File: src/hw/rtl/bdq_pkg.sv
package bdq_pkg;

   // field widths
   localparam int MODE_W  = 3;
   localparam int DATA_W  = 32;
   localparam int CAP_W   = 7;

   // stream widths, padded to whole bytes
   localparam int REQ_W   = 40;
   localparam int RSP_W   = 72;

   // capacity after reset
   localparam logic [CAP_W-1:0] CAP_RESET = 7'd64;

   // value reported for either end of an empty deque
   localparam logic signed [DATA_W-1:0] EMPTY_VALUE = -32'sd1;

   // operation codes
   localparam logic [MODE_W-1:0] MODE_PUSH_FRONT = 3'd0;
   localparam logic [MODE_W-1:0] MODE_PUSH_REAR  = 3'd1;
   localparam logic [MODE_W-1:0] MODE_POP_FRONT  = 3'd2;
   localparam logic [MODE_W-1:0] MODE_POP_REAR   = 3'd3;
   localparam logic [MODE_W-1:0] MODE_PEEK       = 3'd4;

   // controller states
   typedef enum logic [1:0] {
      ST_IDLE,
      ST_EXEC,
      ST_READ,
      ST_RESP
   } state_type;

   // commands from controller to datapath
   typedef struct packed {
      logic capture;   // latch the incoming item
      logic execute;   // apply the operation to the ring
      logic read;      // fetch front and rear entries
   } ctl_type;

endpackage

File: src/hw/rtl/bdq_ctrl.sv
module bdq_ctrl (
   input  logic              clock,
   input  logic              reset,
   input  logic              req_tvalid,
   output logic              req_tready,
   output logic              rsp_tvalid,
   input  logic              rsp_tready,
   output bdq_pkg::ctl_type  ctl
);
   import bdq_pkg::*;

   state_type state_ff;
   state_type state_in;

   // next state
   always_comb begin
      state_in = state_ff;
      unique case (state_ff)
         ST_IDLE: begin
            if (req_tvalid) begin
               state_in = ST_EXEC;
            end
         end
         ST_EXEC: state_in = ST_READ;
         ST_READ: state_in = ST_RESP;
         ST_RESP: begin
            if (rsp_tready) begin
               state_in = ST_IDLE;
            end
         end
         default: state_in = ST_IDLE;
      endcase
   end

   // outputs and datapath commands
   always_comb begin
      req_tready  = 1'b0;
      rsp_tvalid  = 1'b0;
      ctl         = '0;
      unique case (state_ff)
         ST_IDLE: begin
            req_tready  = 1'b1;
            ctl.capture = req_tvalid;
         end
         ST_EXEC: ctl.execute = 1'b1;
         ST_READ: ctl.read    = 1'b1;
         ST_RESP: rsp_tvalid  = 1'b1;
         default: ;
      endcase
   end

   always_ff @(posedge clock) begin
      if (reset) begin
         state_ff <= ST_IDLE;
      end else begin
         state_ff <= state_in;
      end
   end

endmodule

File: src/hw/rtl/bdq_datapath.sv
module bdq_datapath #(
   parameter int DEPTH = 64
) (
   input  logic                                clock,
   input  logic                                reset,
   input  bdq_pkg::ctl_type                    ctl,
   input  logic                                csr_wr_en,
   input  logic [bdq_pkg::CAP_W-1:0]           csr_wr_data,
   input  logic [bdq_pkg::MODE_W-1:0]          req_mode,
   input  logic signed [bdq_pkg::DATA_W-1:0]   req_value,
   output logic                                rsp_ok,
   output logic signed [bdq_pkg::DATA_W-1:0]   rsp_front,
   output logic signed [bdq_pkg::DATA_W-1:0]   rsp_rear,
   output logic                                rsp_empty,
   output logic                                rsp_full
);
   import bdq_pkg::*;

   localparam int AW = (DEPTH > 1) ? $clog2(DEPTH) : 1;   // ring index
   localparam int CW = $clog2(DEPTH + 1);                 // entry count
   localparam int SW = CW + 1;                            // index sums
   localparam int KW = (CW > CAP_W) ? CW : CAP_W;         // capacity compare

   logic [CAP_W-1:0]         cap_ff;
   logic [MODE_W-1:0]        mode_ff;
   logic signed [DATA_W-1:0] value_ff;
   logic [AW-1:0]            head_ff, head_in;
   logic [CW-1:0]            count_ff, count_in;
   logic                     ok_ff, ok_in;
   logic signed [DATA_W-1:0] rd_front_ff, rd_rear_ff;
   logic signed [DATA_W-1:0] mem [DEPTH];

   logic [KW-1:0]  cap_ext, cap_eff;
   logic           full, empty;
   logic [AW-1:0]  head_dec, head_inc, tail_addr, rear_addr, wr_addr;
   logic [SW-1:0]  inc_sum, tail_sum, rear_sum;
   logic           wr_en;

   // effective capacity, saturated to 1..DEPTH
   always_comb begin
      cap_ext = KW'(cap_ff);
      if (cap_ff == '0) begin
         cap_eff = KW'(1);
      end else if (cap_ext > KW'(DEPTH)) begin
         cap_eff = KW'(DEPTH);
      end else begin
         cap_eff = cap_ext;
      end
   end

   assign full  = (KW'(count_ff) >= cap_eff);
   assign empty = (count_ff == '0);

   // ring index arithmetic, one wrap correction each
   always_comb begin
      head_dec = (head_ff == '0) ? AW'(DEPTH - 1) : head_ff - AW'(1);
      inc_sum  = SW'(head_ff) + SW'(1);
      head_inc = (inc_sum >= SW'(DEPTH)) ? AW'(inc_sum - SW'(DEPTH)) : AW'(inc_sum);
      tail_sum = SW'(head_ff) + SW'(count_ff);
      tail_addr = (tail_sum >= SW'(DEPTH)) ? AW'(tail_sum - SW'(DEPTH)) : AW'(tail_sum);
      rear_sum = tail_sum - SW'(1);
      rear_addr = (rear_sum >= SW'(DEPTH)) ? AW'(rear_sum - SW'(DEPTH)) : AW'(rear_sum);
   end

   // operation decode
   always_comb begin
      head_in  = head_ff;
      count_in = count_ff;
      ok_in    = ok_ff;
      wr_en    = 1'b0;
      wr_addr  = tail_addr;
      if (ctl.execute) begin
         ok_in = 1'b0;
         unique case (mode_ff)
            MODE_PUSH_FRONT: begin
               if (!full) begin
                  head_in  = head_dec;
                  wr_addr  = head_dec;
                  wr_en    = 1'b1;
                  count_in = count_ff + CW'(1);
                  ok_in    = 1'b1;
               end
            end
            MODE_PUSH_REAR: begin
               if (!full) begin
                  wr_en    = 1'b1;
                  count_in = count_ff + CW'(1);
                  ok_in    = 1'b1;
               end
            end
            MODE_POP_FRONT: begin
               if (!empty) begin
                  head_in  = head_inc;
                  count_in = count_ff - CW'(1);
                  ok_in    = 1'b1;
               end
            end
            MODE_POP_REAR: begin
               if (!empty) begin
                  count_in = count_ff - CW'(1);
                  ok_in    = 1'b1;
               end
            end
            MODE_PEEK: ok_in = 1'b1;
            default:   ok_in = 1'b0;   // unused codes: no operation
         endcase
      end
   end

   // control state and capacity register
   always_ff @(posedge clock) begin
      if (reset) begin
         cap_ff   <= CAP_RESET;
         head_ff  <= '0;
         count_ff <= '0;
         ok_ff    <= 1'b0;
      end else begin
         if (csr_wr_en) begin
            cap_ff <= csr_wr_data;
         end
         head_ff  <= head_in;
         count_ff <= count_in;
         ok_ff    <= ok_in;
      end
   end

   // item latch
   always_ff @(posedge clock) begin
      if (ctl.capture) begin
         mode_ff  <= req_mode;
         value_ff <= req_value;
      end
   end

   // entry memory: one write port, two registered read ports
   always_ff @(posedge clock) begin
      if (wr_en) begin
         mem[wr_addr] <= value_ff;
      end
      if (ctl.read) begin
         rd_front_ff <= mem[head_ff];
         rd_rear_ff  <= mem[rear_addr];
      end
   end

   // result fields
   assign rsp_ok    = ok_ff;
   assign rsp_empty = empty;
   assign rsp_full  = full;
   assign rsp_front = empty ? EMPTY_VALUE : rd_front_ff;
   assign rsp_rear  = empty ? EMPTY_VALUE : rd_rear_ff;

endmodule

File: src/hw/rtl/bounded_deque_core.sv
// Sequence: an accepted item steps through the execute state (memory write),
//   the read state (registered front/rear read) and the respond state, in which
//   the result is valid. Flow: one item in flight; the next is accepted
//   the cycle after the result is taken.
// Reset: synchronous, clears head index, entry count and controller state and
//   sets capacity to 64; entry memory is not cleared.
module bounded_deque_core #(
   parameter int DEPTH = 64
) (
   input  logic                          clock,
   input  logic                          reset,
   input  logic                          req_tvalid,
   output logic                          req_tready,
   input  logic [bdq_pkg::REQ_W-1:0]     req_tdata,   // mode[2:0], value[34:3], zero pad
   output logic                          rsp_tvalid,
   input  logic                          rsp_tready,
   output logic [bdq_pkg::RSP_W-1:0]     rsp_tdata,   // ok[0], front_value[32:1],
                                                      // rear_value[64:33], is_empty[65],
                                                      // is_full[66], zero pad
   input  logic                          csr_wr_en,
   input  logic [bdq_pkg::CAP_W-1:0]     csr_wr_data
);
   import bdq_pkg::*;

   ctl_type                  ctl;
   logic                     rsp_ok, rsp_empty, rsp_full;
   logic signed [DATA_W-1:0] rsp_front, rsp_rear;

   bdq_ctrl u_ctrl (
      .clock      (clock),
      .reset      (reset),
      .req_tvalid (req_tvalid),
      .req_tready (req_tready),
      .rsp_tvalid (rsp_tvalid),
      .rsp_tready (rsp_tready),
      .ctl        (ctl)
   );

   bdq_datapath #(
      .DEPTH (DEPTH)
   ) u_datapath (
      .clock       (clock),
      .reset       (reset),
      .ctl         (ctl),
      .csr_wr_en   (csr_wr_en),
      .csr_wr_data (csr_wr_data),
      .req_mode    (req_tdata[MODE_W-1:0]),
      .req_value   (req_tdata[MODE_W+DATA_W-1:MODE_W]),
      .rsp_ok      (rsp_ok),
      .rsp_front   (rsp_front),
      .rsp_rear    (rsp_rear),
      .rsp_empty   (rsp_empty),
      .rsp_full    (rsp_full)
   );

   // pack the result item
   assign rsp_tdata = {(RSP_W - 2*DATA_W - 3)'(0), rsp_full, rsp_empty,
                       rsp_rear, rsp_front, rsp_ok};

   // one item at a time: never accepting while a result is shown
   assert property (@(posedge clock) disable iff (reset)
      !(req_tready && rsp_tvalid))
      else $error("item accepted while result pending");

   // fixed latency from accept to result
   assert property (@(posedge clock) disable iff (reset)
      (req_tvalid && req_tready) |-> ##3 rsp_tvalid)
      else $error("result not valid three cycles after accept");

   // empty deque reports -1 at both ends and is never full
   assert property (@(posedge clock) disable iff (reset)
      (rsp_tvalid && rsp_empty) |->
         (rsp_front == EMPTY_VALUE && rsp_rear == EMPTY_VALUE && !rsp_full))
      else $error("empty result inconsistent");

endmodule

File: config.mk
export PLATFORM = sky130hd
export DESIGN_NAME = bounded_deque_core
export DESIGN_NICKNAME = d
export VERILOG_FILES = /design/src/hw/rtl/bdq_pkg.sv /design/src/hw/rtl/bdq_ctrl.sv /design/src/hw/rtl/bdq_datapath.sv /design/src/hw/rtl/bounded_deque_core.sv
export SDC_FILE = /design/constraint.sdc
export NUM_CORES = 2
export LEC_CHECK = 0
export BUFFER_PORTS_ARGS = -buffer_cell sky130_fd_sc_hd__buf_2
export CAP_MARGIN = 5
export CORE_MARGIN = 2
export CORE_UTILIZATION = 55
export DETAILED_ROUTE_END_ITERATION = 8
export PLACE_DENSITY = 0.71
export SKIP_LAST_GASP = 1
export SLEW_MARGIN = 20
export SYNTH_ARGS = -nofsm -noshare
export SYNTH_HDL_FRONTEND = slang
export SYNTH_HIERARCHICAL = 1
export SYNTH_SLANG_ARGS = --single-unit
File: constraint.sdc
create_clock -name clock -period 5.7 [get_ports clock]
set_input_delay 1.14 -clock clock [delete_from_list [all_inputs] [get_ports clock]]
set_output_delay 1.14 -clock clock [all_outputs]
set_load 0.02 [all_outputs]
======== Word level (Yosys, flattened, before mapping) ========
Memories as Yosys holds them, arrays and structs flattened. A register that Yosys moved wholly into a read port is not among the register bits.
Index checks and enable logic that the tools add are counted.
storage, ports and cells
  flip-flop bits (word level) ............. 58
  memory bits (writable) .................. 2048
  output and inout bits ................... 74
  word-level logic and storage cells ...... 79
  memories ................................ 1
memories
  memory          words  bits a word  rd ports  clocked after memory_dff  wr ports  line                text
  u_datapath.mem  64     32           2         2                         1         bdq_datapath.sv:31  logic signed [DATA_W-1:0] mem [DEPTH];
cells by class
  $add $sub $neg .......................... 9
  magnitude comparators ................... 5
  eq/ne operators ......................... 13
  muxes and demuxes ....................... 32
  reduce and logical (&&, ||, !) cells .... 12
operators with widths
  operator                                                                number
  32-bit 2-to-1 mux                                                       2
  6-bit 2-to-1 mux                                                        9
  7-bit 2-to-1 mux                                                        4
  6-bit by 1-bit subtractor with 6-bit output (second input constant)     4
  8-bit by 7-bit >= comparator with 1-bit output (second input constant)  2
  7-bit logical NOT                                                       2
  7-bit one-hot mux with 2 select lines                                   1
  2-bit inequality test (second input constant)                           6
  6-bit one-hot mux with 2 select lines                                   1
  1-bit 2-to-1 mux                                                        11
  6-bit by 7-bit adder with 8-bit output                                  1
  2-bit one-hot mux with 4 select lines                                   1
  4-bit AND reduction                                                     2
  8-bit by 1-bit subtractor with 8-bit output (second input constant)     1
  6-bit by 1-bit adder with 7-bit output (second input constant)          1
  7-bit by 1-bit adder with 7-bit output (second input constant)          1
  7-bit >= comparator                                                     1
  7-bit >= comparator (second input constant)                             1
  7-bit greater-than comparator (second input constant)                   1
  7-bit by 1-bit subtractor with 7-bit output (second input constant)     1
  3-bit by 2-bit == test with 1-bit output (second input constant)        2
  6-bit logical NOT                                                       1
  2-bit == test (second input constant)                                   2
  2-bit 2-to-1 mux                                                        2
  9 further kinds                                                         11

======== Depth between registers and ports, before layout ========
  depth in word-level cells ............... 9
  mapped depth ............................ 16
  gate-level depth less buffers ........... 12

======== Cells and area by module ========
Netlist, hierarchy kept.
by module, submodules not included
  module              instances  cells an instance  area each (µm²)  sequential area each (µm²)
  bdq_datapath        1          4867               99975.9          64892.2
  bdq_ctrl            1          18                 163.9            40.0
  bounded_deque_core  1          9                  63.8             0.0

======== Least setup slack after synthesis ========
Ideal clock, no wire load.
  path type ............................... register to register
  start ................................... register u_datapath.head_ff[1]
  end ..................................... memory u_datapath.mem[56][0] (enable)
  library setup time ...................... 421 ps
  data arrival time ....................... 4497 ps
  data required time ...................... 5279 ps
  setup slack ............................. 782 ps
  cell stages (with the launch flop) ...... 15
  period minus slack after synthesis ...... 4918 ps
  path through ............................ dfxtp_1 > buf_2 > buf_6 > buf_4 > buf_4 > inv_2 > buf_2 > clkbuf_1 > ha_1 > nor2b_1 > nor2b_1 > nor2_1 > o31ai_1 > a41oi_1 > nor2_1
between the ends
  cells in the longest elaborated chain, start to end .. 6
  elaborated cells between the ends (all ways) .. 10
RTL lines
  element                                                                                                               line                 text
  start, declared                                                                                                       bdq_datapath.sv:27   logic [AW-1:0] head_ff, head_in;
  start signal, assigned                                                                                                bdq_datapath.sv:121  head_ff <= head_in;
  6-bit by 7-bit adder with 8-bit output                                                                                bdq_datapath.sv:59   tail_sum = SW'(head_ff) + SW'(count_ff);
  8-bit by 7-bit >= comparator with 1-bit output / 6-bit by 1-bit subtractor with 6-bit output (equally long branches)  bdq_datapath.sv:60   tail_addr = (tail_sum >= SW'(DEPTH)) ? AW'(tail_sum - SW'(DEPTH)) : AW'(tail_sum);
  6-bit 2-to-1 mux                                                                                                      bdq_datapath.sv:60
  6-bit 2-to-1 mux                                                                                                      bdq_datapath.sv:76   if (!full) begin
  6-bit 2-to-1 mux                                                                                                      bdq_datapath.sv:74   unique case (mode_ff)
  6-bit 2-to-1 mux (*)                                                                                                  bdq_datapath.sv:72   if (ctl.execute) begin
  end, declared                                                                                                         bdq_datapath.sv:31
Every way passes the cells marked *; elsewhere a longest branch is shown, timed or not.

======== Worst setup path after layout ========
  start ................................... register u_datapath.cap_ff[4] (netlist: u_datapath/cap_ext[4])
  end ..................................... memory u_datapath.mem[2][27] (enable)
between the ends
  cells in the longest elaborated chain, start to end .. 9
  elaborated cells between the ends (all ways) .. 13
RTL lines
  element                                 line                                    text
  start, declared                         bdq_datapath.sv:24                      logic [CAP_W-1:0] cap_ff;
  start signal, assigned                  bdq_datapath.sv:119                     cap_ff <= csr_wr_data;
  7-bit greater-than comparator           bdq_datapath.sv:44                      end else if (cap_ext > KW'(DEPTH)) begin
  7-bit 2-to-1 mux                        bdq_datapath.sv:44
  7-bit 2-to-1 mux (*)                    bdq_datapath.sv:42                      if (cap_ff == '0) begin
  7-bit >= comparator (*)                 bdq_datapath.sv:51                      assign full = (KW'(count_ff) >= cap_eff);
  1-bit 2-to-1 mux                        bdq_datapath.sv:76, bdq_datapath.sv:85
  1-bit 2-to-1 mux                        n/a
  1-bit 2-to-1 mux                        bdq_datapath.sv:72
  1-bit 2-to-1 mux                        bdq_datapath.sv:137                     if (wr_en) begin
  1-bit 2-to-1 mux (not written as such)  bdq_datapath.sv:138                     mem[wr_addr] <= value_ff;
Marks and branches as above.

==> run metrics <==
largest net degree at the start of global routing 124; Final Total Pwr 48000 uW; CTS H-tree lvls 4; final hold violation count 0; Root Buffer Master clkbuf_16; Die ar. 186000 um2; initial antenna violation count 10; R2R Path End u_datapath/mem[2][27]; R2R cell count 13; DR iter-0 viols 8738; Power Density 428 nW/um2; Final Setup Violations 0; Post-Syn Instances 4894; status finished, final reports clean; maximum VDD drop 0.631 mV; Die X 431 um; RSZ-0062 raised after global routing no; Slew headroom 22.1%; WL/cell 39.5 um; clk buf depth 3; CTS sink count 2170; All-Layer GR Usage 32.9%; Worst EP arrival 5.55 ns; minimum clock period 5.04 ns; Setup Skew 0.0319 ns; post-synthesis sequential area ratio 64.8%; Min Hold Slack 0.450 ns; WP data required 6.20 ns; commonest non-fill, non-tap cells in the layout edfxtp_1 (2147), mux4_2 (1109), nand2_1 (305); number of remaining DRC errors 0; cts bufs inserted 218; Core Rows 156; max-slew violations 0; Setup TNS Final 0 ns; hold buffer count at cts 0; EDFF count, synth 2147; IO Pins 126; gpl congestion 0.880; HP Start req_tdata[30]; crit path max fanout 19; syn avg cell area 20.5 um2; sw frac 32.5%; CTS tree built; Seq pwr share 39.2%; Net Sw Power 15600 uW; Cell Area, Synth 100000 um2; Worst-Margin Slew 1.17 ns; DRT Pass-1 Iters 6; # Max-Cap Violations 0; DP Cell Count 7244; internal reg-to-reg setup slack 0.66 ns; CTS-repair resized insts 0; commonest non-fill, non-tap cell in the layout edfxtp_1; CP Class reg2reg; I/O Buffers 115; Core Area 181000 um2; number of nets in the finished design 5173; Top FF cell, synth edfxtp_1; DP Worst Slack 0.801 ns; CP Launch Point u_datapath/cap_ext[4]; register bit total from synthesis 2170; Ys Warns 6; final setup margin 0.655 ns; highest clock rate 198 MHz; global-route wire length before repair 425 mm; postcts setup bufs 0; vias in the first global route 55600; Post-synth ARST share 0%; Vias 56800; # fillers 12300; Pleak 0.0334 uW; clk_lat worst skew 0.87 ns; Yosys cell types 62; crit path to u_datapath/mem[2][27]; clock power share 29.4%; Internal Pwr Total 32400 uW; CP Launch Type register; power share of the combinational group 31.4%; Hold WC Path Type in2reg; Initial Util 55.4%; R2R Path Start u_datapath/cap_ext[4]; antenna viol nets, final 0; vias per inst 7.42; Final Cycle Share 88.5%; Final HPWL DP 176 mm; WL final 303 mm; Worst setup EP type register; grt ovf 0; die height 431 um; Non-Filler Instances 7652; Reg clk slew, reported paths 0.06 ns; ratio of cells with drive above 1 in the final layout 35.8%; Layout area overhead 11.8%
-- area by class of cell --
| cell class | count | area [um2] | share of cell area [%] |
|---|---|---|---|
| inverters | 19 | 78.8 | 0.0704 |
| clock inverters | 137 | 1290 | 1.15 |
| repair buffers | 358 | 3060 | 2.73 |
| well taps | 2370 | 2970 | 2.65 |
| clock buffers | 262 | 5680 | 5.07 |
| multi-input cells | 2327 | 34000 | 30.3 |
| diodes | 9 | 22.5 | 0.0201 |
| flip-flops and latches | 2170 | 65000 | 58.0 |
-- kinds of logic after synthesis --
family                     share of synthesized area [%]
DFF                                                 64.8
muxes                                               27.8
and+or+nand+nor                                     2.50
buffers and inverters                               1.91
AOI/OAI and AO/OA                                   2.54
adders and majority gates                          0.352
xor gates and xnor gates                           0.145
other                                            0.00374
-- metal layers --
| layer | GRT usage [%] | up-vias | share of wire, % |
|---|---|---|---|
| li1 | - | 21600 | - |
| met1 | 46.0 | 30200 | 36 |
| met2 | 50.1 | 4268 | 46 |
| met3 | 9.25 | 649 | 14 |
| met4 | 12.2 | 4 | 4.2 |
| met5 | 0 | - | 0.0086 |
-- metrics by stage --
stage | util (%) | cell area (um2)
after floorplan | - | 100000
after global placement | 58.1 | 105000
after detailed placement | 58.1 | 105000
after CTS | 61.9 | 112000
after global routing | 61.9 | 112000
final | 61.9 | 112000
-- power groups by stage --
stage / sequential, uW / clock, uW / combinational, uW
5_1_grt: 18800 / 14900 / 15600
2_1_floorplan: 19300 / 0 / 9260
3_5_place_dp: 19100 / 0 / 14800
6_report: 18800 / 14100 / 15100
4_1_cts: 18800 / 14200 / 14800
3_3_place_gp: 19100 / 0 / 14700
-- cells in the mapped netlist, types with 8 or more instances --
library cell / number / share of area [%]
edfxtp_1: 2147 / 64
mux4_2: 1109 / 25
nand2_1: 307 / 1.2
mux2i_1: 273 / 2.7
buf_2: 172 / 0.86
clkbuf_1: 146 / 0.55
nor2_1: 101 / 0.38
a32oi_1: 99 / 0.87
nand2b_1: 70 / 0.44
a21oi_1: 48 / 0.24
buf_4: 44 / 0.33
o21ai_0: 33 / 0.16
a221oi_1: 31 / 0.27
a32o_1: 31 / 0.31
ha_1: 25 / 0.31
dfxtp_1: 23 / 0.46
nand3_1: 22 / 0.11
inv_1: 17 / 0.064
a211oi_1: 16 / 0.12
and3_1: 16 / 0.10
buf_1: 16 / 0.060
nor2b_1: 15 / 0.094
a31oi_1: 13 / 0.081
nor3_1: 10 / 0.050
o22ai_1: 10 / 0.062
o221ai_1: 9 / 0.079
a311oi_1: 8 / 0.070
xnor2_1: 8 / 0.070
-- state kept, by name, summed over array words and instances (netlist names) --
register and flops:
u_ctrl/state_ff 2, u_datapath/rsp_ok 1, u_datapath/value_ff 32, u_datapath/cap_ext 7, u_datapath/rd_rear_ff 32, u_datapath/count_ff 7, u_datapath/mem 2048, u_datapath/mode_ff 3
u_datapath/head_ff 6, u_datapath/rd_front_ff 32
-- critical path, stage by stage, from the launching register on --
cell and delay, ns:
dfxtp_1 0.32, nor3_1 0.24, a21oi_1 0.10, nor2_1 0.10
ha_1 0.23, nand2b_1 0.15, a21o_1 0.17, a21oi_1 0.15
o21ai_1 0.19, a2111oi_4 0.79, buf_4 0.30, a31oi_2 0.41
nor2_4 0.98, buf_4 0.50
-- worst min-delay path by stage --
stage	to	slack, ns	depth (start not counted)
after global placement	u_datapath/cap_ext[0]	0.49	2
after CTS	u_datapath/value_ff[27]	0.40	1
after global routing	u_datapath/value_ff[27]	0.43	1
after detailed placement	u_datapath/cap_ext[0]	0.52	2
after floorplan	u_datapath/cap_ext[0]	0.46	2
final	u_datapath/value_ff[27]	0.45	1
No activity file was read; power rests on OpenSTA's default activity.
